<file path="src/rtl/sobel_edge_magnitude_stream_macros.svh">
// ----------------------------------------------------------------------------
// Sobel edge magnitude stream - assertion macros
// Concurrent check wrappers; empty when SYNTH is defined.
// ----------------------------------------------------------------------------
`ifndef SOBEL_EDGE_MAGNITUDE_STREAM_MACROS_SVH
`define SOBEL_EDGE_MAGNITUDE_STREAM_MACROS_SVH

`ifndef SYNTH
// same-cycle implication
`define SEM_ASSERT_NOW(label, clk, rst, ante, cons) \
  label: assert property (@(posedge clk) disable iff (rst) (ante) |-> (cons)) \
    else $error("sobel_edge_magnitude_stream check failed");
// next-cycle implication
`define SEM_ASSERT_NEXT(label, clk, rst, ante, cons) \
  label: assert property (@(posedge clk) disable iff (rst) (ante) |=> (cons)) \
    else $error("sobel_edge_magnitude_stream check failed");
`else
`define SEM_ASSERT_NOW(label, clk, rst, ante, cons)
`define SEM_ASSERT_NEXT(label, clk, rst, ante, cons)
`endif

`endif

</file>
<file path="src/rtl/sobel_em_pkg.sv">
// ----------------------------------------------------------------------------
// Sobel edge magnitude package
// Shared widths, constants and types.
// ----------------------------------------------------------------------------
package sobel_em_pkg;

  localparam int PIXEL_W        = 8;
  localparam int MAG_W          = 11;
  localparam int CFG_W          = 11;
  localparam int IN_TDATA_W     = 8;
  localparam int OUT_TDATA_W    = 16;
  localparam int MAX_LINE_WIDTH = 1024;

  localparam logic [CFG_W-1:0] LINE_WIDTH_RESET = 11'd32;

  typedef logic [PIXEL_W-1:0] pixel_t;
  typedef logic [MAG_W-1:0]   mag_t;

  // new right-hand column of the window, top to bottom
  typedef struct packed {
    pixel_t top;
    pixel_t mid;
    pixel_t bot;
  } col_t;

endpackage

</file>
<file path="src/rtl/sobel_em_window.sv">
// ----------------------------------------------------------------------------
// Sobel window and gradient
// 3x3 pixel window shifting left per pixel; |Gx|+|Gy| of the shifted window.
// ----------------------------------------------------------------------------
module sobel_em_window (
  input  logic                clk,
  input  logic                rst,
  input  logic                shift,
  input  sobel_em_pkg::col_t  col,
  output sobel_em_pkg::mag_t  mag
);

  // row-major, top row first
  sobel_em_pkg::pixel_t win [9];

  logic [9:0] sum_right, sum_left, sum_bottom, sum_top;
  logic [9:0] gx_abs, gy_abs;

  always_ff @(posedge clk) begin
    if (rst) begin
      for (int i = 0; i < 9; i++) begin
        win[i] <= '0;
      end
    end else if (shift) begin
      win[0] <= win[1];
      win[1] <= win[2];
      win[2] <= col.top;
      win[3] <= win[4];
      win[4] <= win[5];
      win[5] <= col.mid;
      win[6] <= win[7];
      win[7] <= win[8];
      win[8] <= col.bot;
    end
  end

  // gradients of the window as it stands after this shift
  always_comb begin
    sum_right  = 10'(col.top) + {1'b0, col.mid, 1'b0} + 10'(col.bot);
    sum_left   = 10'(win[1]) + {1'b0, win[4], 1'b0} + 10'(win[7]);
    sum_bottom = 10'(win[7]) + {1'b0, win[8], 1'b0} + 10'(col.bot);
    sum_top    = 10'(win[1]) + {1'b0, win[2], 1'b0} + 10'(col.top);
    gx_abs = (sum_right >= sum_left) ? sum_right - sum_left : sum_left - sum_right;
    gy_abs = (sum_bottom >= sum_top) ? sum_bottom - sum_top : sum_top - sum_bottom;
    mag    = 11'(gx_abs) + 11'(gy_abs);
  end

endmodule

</file>
<file path="config.mk">
export PLATFORM = sky130hd
export DESIGN_NAME = sobel_em_window
export DESIGN_NICKNAME = d
export VERILOG_FILES = /design/src/rtl/sobel_edge_magnitude_stream_macros.svh /design/src/rtl/sobel_em_pkg.sv /design/src/rtl/sobel_em_window.sv
export SDC_FILE = /design/constraint.sdc
export NUM_CORES = 1
export LEC_CHECK = 0
export ABC_AREA = 1
export BUFFER_PORTS_ARGS = -buffer_cell sky130_fd_sc_hd__buf_2
export CORE_MARGIN = 10
export CORE_UTILIZATION = 58
export CTS_BUF_LIST = sky130_fd_sc_hd__clkbuf_8
export CTS_CLUSTER_DIAMETER = 200
export DETAILED_ROUTE_END_ITERATION = 10
export PLACE_DENSITY = 0.76
export SYNTH_ARGS = -nofsm -noshare
export SYNTH_HDL_FRONTEND = slang
export SYNTH_SLANG_ARGS = --single-unit
</file>
<file path="constraint.sdc">
create_clock -name clk -period 8.7 [get_ports clk]
set_clock_uncertainty 0.05 [all_clocks]
set_input_delay 0 -clock clk [delete_from_list [all_inputs] [get_ports clk]]
set_output_delay 0 -clock clk [all_outputs]
set_load 0.005 [all_outputs]
</file>
# ---- Word-level counts from Yosys, hierarchy flattened
# Memories as Yosys holds them, arrays and structs flattened.
# Index checks and enable logic that the tools add are counted.
dict set report op_classes {
  add_sub_neg 13
  multipliers 0
  n_div 0
  order_cmp 2
  eq_ne 0
  n_shift 0
  muxes 16
  n_bitwise 9
  n_reduce_logical 0
}
# op n
set op_table {}
lappend op_table {{8-bit 2-to-1 mux} 9}
lappend op_table {{10-bit by 8-bit adder with 10-bit output} 4}
lappend op_table {{8-bit by 9-bit adder with 10-bit output} 4}
lappend op_table {{10-bit subtractor} 4}
lappend op_table {{10-bit greater-or-equal comparator} 2}
lappend op_table {{10-bit 2-to-1 mux} 2}
lappend op_table {{10-bit by 10-bit adder with 11-bit output} 1}
lappend op_table {{1-bit OR} 9}
lappend op_table {{1-bit 2-to-1 mux} 5}
dict set report word_totals {
  reg_bits 0
  latch_bits 0
  ramBits 72
  mem_bits_ro 0
  inputBits 27
  output_inout_bits 11
  memories 1
}
# name words width read_ports rd_ports_with_merged_regs write_ports line
set memory_table {}
lappend memory_table {win 9 8 6 0 9 sobel_em_window.sv:14} ;# sobel_em_pkg::pixel_t win [9];

# ---- Depth between registers and ports, before layout
# Gate-level depths: netlist (run 1).
dict set report logic_depth {
  word_depth 5
  ltp_mapped 31
  ltp_nobuf 31
}

# ---- Least setup slack after synthesis (run 1)
# Ideal clock, no wire load.
dict set report synth_timing {
  kind {reg2out}
  startpoint {memory win[0][10] (netlist bit)}
  endpoint {output port mag[8]}
  arrival_time_ns 4.436
  path_slack_ns 4.214
  path_stages_with_launch 21
  path_buffers 1
  cell_sequence {edfxtp_1 > fa_1 > inv_1 > fa_1 > o21ai_0 > a21boi_0 > xnor2_1 > inv_1 > ha_1 > nand2_1 > nand2_1 > a21oi_1 > nand3_1 > nor2_1 > buf_6 > o21ai_1 > fa_1 > o21ai_0 > nand3_1 > nand3_1 > xor2_1}
}
# element line
set synth_lines {}
lappend synth_lines {{start, declared} sobel_em_window.sv:14}
lappend synth_lines {{end, declared} sobel_em_window.sv:10} ;# output sobel_em_pkg::mag_t mag

==> metrics, run 1 <==
result of the run completed; Post-CTS Setup Bufs 0; arrival time at the worst endpoint roughly 5.7 ns; leading register cell type out of synthesis edfxtp_1; count of filler cells inserted in the layout between 1000 and 1500; slew at the pin closest to its max-slew limit approximately 1.1 ns; number of endpoints failing setup at the final stage 0; fraction of layout instances using a drive strength above 1 0.0609; global router's overall resource usage 0.176; Worst-path clk slew about 0.10 ns; number of buffers created by CTS 5; area taken by flip-flops and latches 0.00144 mm^2; std cell rows 38; aggregate negative setup slack 0 ns; Cell variety after synth 32; hpwl dp roughly 12 mm; biggest regs win: 48 flops; Relative slew margins 0.244; area share of the leading cell type in the synthesized netlist 0.221; CP required ~8.7 ns; H-tree levels 2; Critical Path Fanout Max 11; number of buffers on the longest clock path 2; fraction of the cycle the final worst path needs 0.663; clock period minus final worst setup slack approximately 5.8 ns; count of unresolved DRC violations after routing 0; sequential area share after synthesis 0.221; Via-to-Cell Ratio between 4 and 5; kind of end point of the critical path primary output; vias post-DR 5439; first-pass GRT wire length 24.0 mm; cell type with the highest aggregate area in the netlist edfxtp_1; cell with the most instances after synthesis nand2_1; Post-synth EDFFs 48; Syn Inst Count 909; Max Cap Violations 0; Post-synth ARST share 0; netlist area before placement roughly 0.0065 mm^2; DRT iter0 DRCs slightly above 400; I/O Pins 38; number of search-and-repair iterations in the first detailed-routing pass 6; hold crit path type in2reg; largest net degree at the start of global routing 49; Die X-Extent 126 um; core footprint approximately 0.011 mm^2; overflow left after global routing 0; launching element type of the critical path register; maximum clock frequency between 150 and 200 MHz; detail-routed net length per standard cell around 13 um; ranking of synthesized cells by area edfxtp_1 22%, ha_1 16%, nand2_1 14%, inv_1 12%, fa_1 11%; Vert. Die Dim ~130 um; detailed-route wire length roughly 14 mm; number of antenna violations at the first check in global routing 0; synthesized area per cell a little over 7 um^2; largest register by flop count win; Routed Antenna Nets 0; ANT cells 0; Die Area 0.0159 mm^2; flip-flop count of the largest register, all copies and words added 48; area occupied by multi-input gates 0.00424 mm^2; number of flip-flops and latches in the synthesized netlist 48; PostCTS Resize Cnt 0; top cells by instance count after synthesis 238 x nand2_1, 206 x inv_1, 84 x ha_1, 74 x nand3_1, 73 x nor2_1; vias in the first global route about 5000; post-synthesis to final-layout area growth 7.17%; net count reported at finish 1099; total of buffers placed on input and output ports 37; unrepaired setup endpoints after global routing no; CTS tree built; clk_lat worst skew 0.32 ns; CTS Root Cell clkbuf_8; Initial Utilization 0.597; Worst Setup Path Type reg2out; final max-slew violation count 0; endpoints failing hold 0; number of warnings printed during yosys synthesis 0; number of clock sinks seen by CTS 48; Routability Congestion between 0.8 and 0.9; syn_nets 1057
==> repair_timing <==
action,4_1_cts,5_1_grt
hold endpoints to repair,8,0
hold buffers,8,0
setup endpoints to repair,0,0
==> layer usage <==
layer  global-route usage  up-vias  routed length [um]
li1                     -     2913                   -
met1                0.245     2401                6690
met2                0.292      115                6420
met3               0.0231       10                 568
met4               0.0228        0                  97
met5                    0        -                   0
==> layout make-up <==
cell class | instances | share of cell area
Clock inverter | 3 | 0.00304
Timing Repair Buffer | 46 | 0.0390
Multi-Input combinational cell | 643 | 0.606
Inverter | 207 | 0.111
Tap cell | 140 | 0.0250
Sequential cell | 48 | 0.206
Clock buffer | 5 | 0.00984
==> through the flow <==
stage,setup WS (ns),cells,hold WS [ns],instance area [um^2],utilization
3_3_place_gp,3.39,1076,0.273,6820,0.624
4_1_cts,2.89,1092,0.0109,6990,0.639
3_5_place_dp,3.24,1076,0.279,6820,0.624
2_1_floorplan,4.21,909,0.158,6530,-
6_report,2.94,1092,0.0137,6990,0.639
5_1_grt,2.09,1092,0.0146,6990,0.639
==> path summary, 6_finish.rpt <==
check,end,depth (start not counted),slack [ns],start
worst min-delay path,win[0][69],3,0.01,col[5]
worst min register to register,win[0][35],2,0.51,win[0][43]
worst max-delay path,mag[8],23,2.94,win[0][57]
worst max register to register,win[0][10],2,7.85,win[0][18]
==> layout by cell type (no fill, tap or decap), types with 3 or more instances in the layout <==
cell type and count:
nand2_1 238, inv_1 206, ha_1 84, nand3_1 74, nor2_1 73, a21oi_1 48, edfxtp_1 48, fa_1 37
buf_2 37, xor2_1 26, nand4_1 11, xnor2_1 10, o21ai_0 9, dlygate4sd3_1 8, o21ai_1 6, clkbuf_8 5
nand2_2 4, a21o_1 3, a21boi_0 3, o21bai_1 3
==> cell families after synthesis <==
| family | share of synthesized area |
|---|---|
| DFF | 0.221 |
| adders and majority gates | 0.275 |
| xor gates and xnor gates | 0.0483 |
| and+or+nand+nor | 0.264 |
| AOI/OAI and AO/OA | 0.0619 |
| buffers and inverters | 0.130 |
==> worst max-delay path, stage by stage (launching register included) <==
cell,delay [ns]
edfxtp_1,0.36
inv_1,0.11
fa_1,0.42
inv_1,0.07
ha_1,0.18
inv_1,0.06
fa_1,0.39
o21ai_0,0.35
a21boi_0,0.18
xnor2_1,0.22
inv_1,0.07
ha_1,0.38
nand2_1,0.09
nand2_1,0.06
a21oi_1,0.22
nand3_1,0.11
nor2_1,0.58
o21ai_1,0.18
fa_1,0.48
o21ai_0,0.40
nand3_1,0.12
nand3_1,0.12
xor2_1,0.14
buf_2,0.12
Power of run 1 is left out: the tool's default activity adds up to more than one toggle a clock period on the data nets, which glitch-free logic cannot reach.
==> run 2, diff against run 1 <==
PLACE_DENSITY = 0.79   (was 0.76)
clock period = 5 ns   (was 8.7 ns; I/O delays follow)
==> metrics, run 2 (synthesis gave the netlist of run 1 again) <==
CP required 4.95 ns (was 8.65 ns); number of buffers created by CTS 5 (unchanged); number of antenna violations at the first check in global routing 0 (unchanged); violated checks hold timing; core footprint 0.0109 mm^2 (unchanged); post-synthesis to final-layout area growth 13.8% (was 7.17%); Critical Path Fanout Max 6 (was 11); count of filler cells inserted in the layout 926 (was 1003); Initial Utilization 0.597 (unchanged); std cell rows 38 (unchanged); ANT cells 0 (unchanged); clk_lat worst skew 0.31 ns (was 0.32 ns); area occupied by multi-input gates 0.00452 mm^2 (was 0.00424 mm^2); Via-to-Cell Ratio 5.19 (was 4.98); aggregate negative setup slack 0 ns (unchanged); number of search-and-repair iterations in the first detailed-routing pass 5 (was 6); kind of end point of the critical path primary output (unchanged); clock period minus final worst setup slack ~4.8 ns; hpwl dp 12.4 mm (was 11.7 mm); area taken by flip-flops and latches 0.00144 mm^2 (unchanged); global router's overall resource usage 0.190 (was 0.176); biggest regs win: 48 flops (unchanged); largest net degree at the start of global routing 49 (unchanged); leading cell types in the layout, fill and taps excluded 229 x nand2_1, 203 x inv_1, 70 x nand3_1, 70 x ha_1, 69 x nor2_1 (was 238 x nand2_1, 206 x inv_1, 84 x ha_1); Routed Antenna Nets 0 (unchanged); largest register by flop count win (unchanged); arrival time at the worst endpoint 4.70 ns (was 5.71 ns); H-tree levels 2 (unchanged); Vert. Die Dim 126 um (unchanged); first-pass GRT wire length 25.9 mm (was 24.0 mm); CTS tree built (unchanged); final max-slew violation count 0 (unchanged); count of unresolved DRC violations after routing 0 (unchanged); launching element type of the critical path register (unchanged); vias in the first global route 5674 (was 5136); DRT iter0 DRCs 390 (was 413); slew at the pin closest to its max-slew limit 1.18 ns (was 1.13 ns); Die X-Extent 126 um (unchanged); number of clock sinks seen by CTS 48 (unchanged); net count reported at finish 1115 (was 1099); fraction of the cycle the final worst path needs 0.950; flip-flop count of the largest register, all copies and words added 48 (unchanged); vias post-DR 5752 (was 5439); detail-routed net length per standard cell 14.1 um (was 12.6 um); Final Hold Slack -0.00205 ns (was 0.0137 ns); result of the run finished, violations left (was completed); hold crit path type in2reg (unchanged); endpoints failing hold 1 (was 0); Routability Congestion 0.928 (was 0.870); Max Cap Violations 0 (unchanged); fraction of layout instances using a drive strength above 1 0.133 (was 0.0609); number of endpoints failing setup at the final stage 0 (unchanged); Worst-path clk slew 0.09 ns (was 0.10 ns); Worst Setup Path Type reg2out (unchanged); maximum clock frequency 210 MHz; Die Area 0.0159 mm^2 (unchanged); total of buffers placed on input and output ports 37 (unchanged); number of buffers on the longest clock path 2 (unchanged); I/O Pins 38 (unchanged); CTS Root Cell clkbuf_8 (unchanged); detailed-route wire length 15.7 mm (was 13.8 mm); overflow left after global routing 0 (unchanged); most common library cell in the layout ignoring fill and taps nand2_1 (unchanged); Relative slew margins 0.213 (was 0.244)
-- run 2: cell types whose count changed in the layout (fill, tap and decap cells not counted), moves of 6 or more --
cell and change:
buf_4 +18, ha_1 -14, ha_4 +9, nand2_1 -9, nand2_2 +8, o21ai_2 +6
-- run 2: repair_timing --
item                                    4_1_cts  5_1_grt
cloned                                        0        1
endpoints found under the hold margin         5        0
endpoints found under the setup margin        8        8
pin swaps                                     1       14
hold buffers                                  5        0
setup buffers                                 1       11
resized for setup                            15       56
-- run 2: area by class of cell --
class / count / area share
clock buffers: 5 / 0.00927
clock inverters: 3 / 0.00624
inverters: 207 / 0.105
multi-input cells: 643 / 0.609
flip-flops and latches: 48 / 0.194
well taps: 140 / 0.0236
repair buffers: 62 / 0.0524
-- run 2: final timing paths --
path                    from          to  slack, ns  depth (start not counted)
setup / recovery  win[0][57]      mag[9]       0.25                         27
hold / removal        col[8]  win[0][40]     -0.002                          3
setup reg to reg  win[0][18]  win[0][10]       4.13                          2
hold reg to reg   win[0][40]  win[0][32]       0.51                          2
-- run 2: metal layers --
layer / up-vias / wire (um) / GRT usage
met2: 137 / 7710 / 0.330
li1: 2941 / - / -
met1: 2655 / 6900 / 0.239
met4: 0 / 368 / 0.0563
met3: 19 / 689 / 0.0264
met5: - / 0 / 0
-- run 2: metrics by stage --
stage / instances / hold WS (ns) / utilization / instance area (um^2) / setup WS [ns]
finish: 1108 / -0.00205 / 0.679 / 7420 / 0.249
global route: 1108 / 0.0180 / 0.679 / 7420 / -0.0357
CTS: 1096 / 0.00151 / 0.650 / 7100 / 0.00239
detailed placement: 1082 / 0.273 / 0.628 / 6870 / 0.0349
global placement: 1082 / 0.270 / 0.628 / 6870 / 0.130
floorplan: 909 / 0.158 / - / 6530 / 0.514
-- run 2: worst max-delay path, cell delays in order, from the launching register on --
cell,delay (ns)
edfxtp_1,0.41
inv_2,0.10
fa_1,0.42
inv_1,0.07
ha_2,0.19
inv_1,0.06
fa_2,0.36
o21ai_2,0.14
buf_4,0.14
a21oi_1,0.08
ha_1,0.38
nand2_1,0.19
inv_1,0.11
a21oi_2,0.16
nand3_1,0.11
nor2_2,0.16
buf_6,0.14
nand3_1,0.06
nand2_1,0.16
ha_4,0.24
inv_1,0.08
o21bai_1,0.08
a21boi_0,0.16
nand3_1,0.12
nand2_1,0.07
inv_1,0.04
nor2_1,0.06
buf_2,0.11
Power of run 2 is left out for the same reason.
==> run 3, diff against run 2 <==
CORE_UTILIZATION = 40   (was 58)
PLACE_DENSITY = not set   (was 0.79)
==> metrics, run 3 (synthesis gave the netlist of run 1 again) <==
result of the run finished, violations left (unchanged); violated checks hold timing (unchanged); fraction of the cycle the final worst path needs 0.953 (was 0.950); vias in the first global route 5269 (was 5674); detailed-route wire length 15.7 mm (about the same); number of endpoints failing setup at the final stage 0 (unchanged); total of buffers placed on input and output ports 37 (unchanged); number of clock sinks seen by CTS 48 (unchanged); I/O Pins 38 (unchanged); CTS Root Cell clkbuf_8 (unchanged); clock period minus final worst setup slack 4.77 ns (was 4.75 ns); Max Cap Violations 0 (unchanged); number of buffers on the longest clock path 2 (unchanged); Vert. Die Dim 148 um (was 126 um); post-synthesis to final-layout area growth 15.7% (was 13.8%); fraction of layout instances using a drive strength above 1 0.133 (unchanged); count of unresolved DRC violations after routing 0 (unchanged); first-pass GRT wire length 25.7 mm (was 25.9 mm); Critical Path Fanout Max 7 (was 6); unrepaired setup endpoints after global routing yes; Die Area 0.0218 mm^2 (was 0.0159 mm^2); Worst Setup Path Type reg2out (unchanged); overflow left after global routing 0 (unchanged); H-tree levels 2 (unchanged); CP required 4.95 ns (about the same); global router's overall resource usage 0.140 (was 0.190); arrival time at the worst endpoint 4.72 ns (was 4.70 ns); most frequent cell on the critical path inv_1 (unchanged); Final Hold Slack -0.00828 ns (was -0.00205 ns); number of search-and-repair iterations in the first detailed-routing pass 5 (unchanged); number of antenna violations at the first check in global routing 0 (unchanged); worst hold path cell count 3 (unchanged); biggest regs win: 48 flops (unchanged); detail-routed net length per standard cell 13.2 um (was 14.1 um); flip-flop count of the largest register, all copies and words added 48 (unchanged); Die X-Extent 148 um (was 126 um); std cell rows 46 (was 38); maximum clock frequency 210 MHz (about the same); Relative slew margins 0.242 (was 0.213); highest routing layer actually used met4 (unchanged); CTS tree built (unchanged); Routed Antenna Nets 0 (unchanged); ANT cells 0 (unchanged); endpoints failing hold 1 (unchanged); Met3 Wirelength 628 um (was 689 um); largest net degree at the start of global routing 49 (unchanged); clk_lat worst skew 0.31 ns (about the same); number of buffers created by CTS 5 (unchanged); leading cell types in the layout, fill and taps excluded 228 x nand2_1, 202 x inv_1, 72 x nand3_1 (was 229 x nand2_1, 203 x inv_1, 70 x nand3_1, 70 x ha_1, 69 x nor2_1); DRT iter0 DRCs 426 (was 390); hpwl dp 12.8 mm (was 12.4 mm); slowest library cell on the worst path fa_1 (unchanged); slew at the pin closest to its max-slew limit 1.14 ns (was 1.18 ns); Worst-path clk slew 0.09 ns (about the same); launching element type of the critical path register (unchanged); final max-slew violation count 0 (unchanged); hold crit path type in2reg (unchanged); core footprint 0.0159 mm^2 (was 0.0109 mm^2); Worst R2R Path Depth 2 (unchanged); most common library cell in the layout ignoring fill and taps nand2_1 (unchanged); Met2 Routed Length 7.00 mm (was 7.71 mm); Routability Congestion 0.935 (was 0.928); post-layout worst setup margin 0.233 ns (was 0.249 ns); kind of end point of the critical path primary output (unchanged); net count reported at finish 1115 (unchanged); Via-to-Cell Ratio 4.72 (was 5.19); vias post-DR 5587 (was 5752); largest register by flop count win (unchanged); Initial Utilization 0.409 (was 0.597); stage delay of the slowest cell on the critical path 0.43 ns (was 0.42 ns); worst setup slack before clock tree synthesis 0.119 ns (was 0.0349 ns); WL met1 7.85 mm (was 6.90 mm)
-- run 3: changes by cell type in the layout (fill, tap and decap cells not counted), moves of 2 or more --
cell     before  now
buf_4        19   17
ha_2          5    1
ha_4          9   12
nand2_2      12   14
nand3_1      70   72
nand3_2       6    4
o21ai_2       6    4
o21ai_4       0    3
-- run 3: worst paths after layout --
check             slack (ns)    endpoint  startpoint
setup / recovery        0.23      mag[6]  win[0][16]
hold / removal        -0.008  win[0][40]      col[8]
setup reg to reg        4.13  win[0][13]  win[0][21]
hold reg to reg         0.50  win[0][35]  win[0][43]
-- run 3: critical path: cells and delay by family, from the launching register on --
kind                     cells  cell delay (ns)
flip-flops                   1             0.38
XOR/XNOR                     2             0.30
AO/OA/AOI/OAI                3             0.40
adder cells (fa/ha/maj)      5             1.60
AND/OR/NAND/NOR              7             0.96
buffers and inverters        8             0.74
-- run 3: what timing repair did --
| item | 4_1_cts | 5_1_grt |
|---|---|---|
| hold endpoints to repair | 6 | 0 |
| endpoints found under the setup margin | 7 | 9 |
| pin swaps | 3 | 15 |
| hold buffers | 6 | 0 |
| cloned | 0 | 2 |
| resized for setup | 14 | 59 |
| buffers inserted | 3 | 6 |
-- run 3: routing by layer --
layer  up-vias  global-route usage
li1       2940                   -
met1      2514               0.197
met2       120               0.225
met3        13              0.0201
met4         0              0.0238
met5         -                   0
-- run 3: cell type report --
type | count | area, um^2
multi-input cells | 644 | 4580
clock buffers | 5 | 68.8
repair buffers | 61 | 384
well taps | 216 | 270
flip-flops and latches | 48 | 1440
inverters | 207 | 779
fillers | 1577 | 8400
clock inverters | 3 | 21.3
-- run 3: through the flow --
step                 util  setup TNS, ns  instance area [um^2]  instances  hold WS, ns
floorplan               -              0                  6530        909        0.158
detailed placement  0.437              0                  6970       1159        0.291
global route        0.473        -0.0993                  7550       1184      0.00786
global placement    0.437              0                  6970       1159        0.274
finish              0.473              0                  7550       1184     -0.00828
CTS                 0.451              0                  7200       1176      0.00191
Power of run 3 is left out for the same reason.
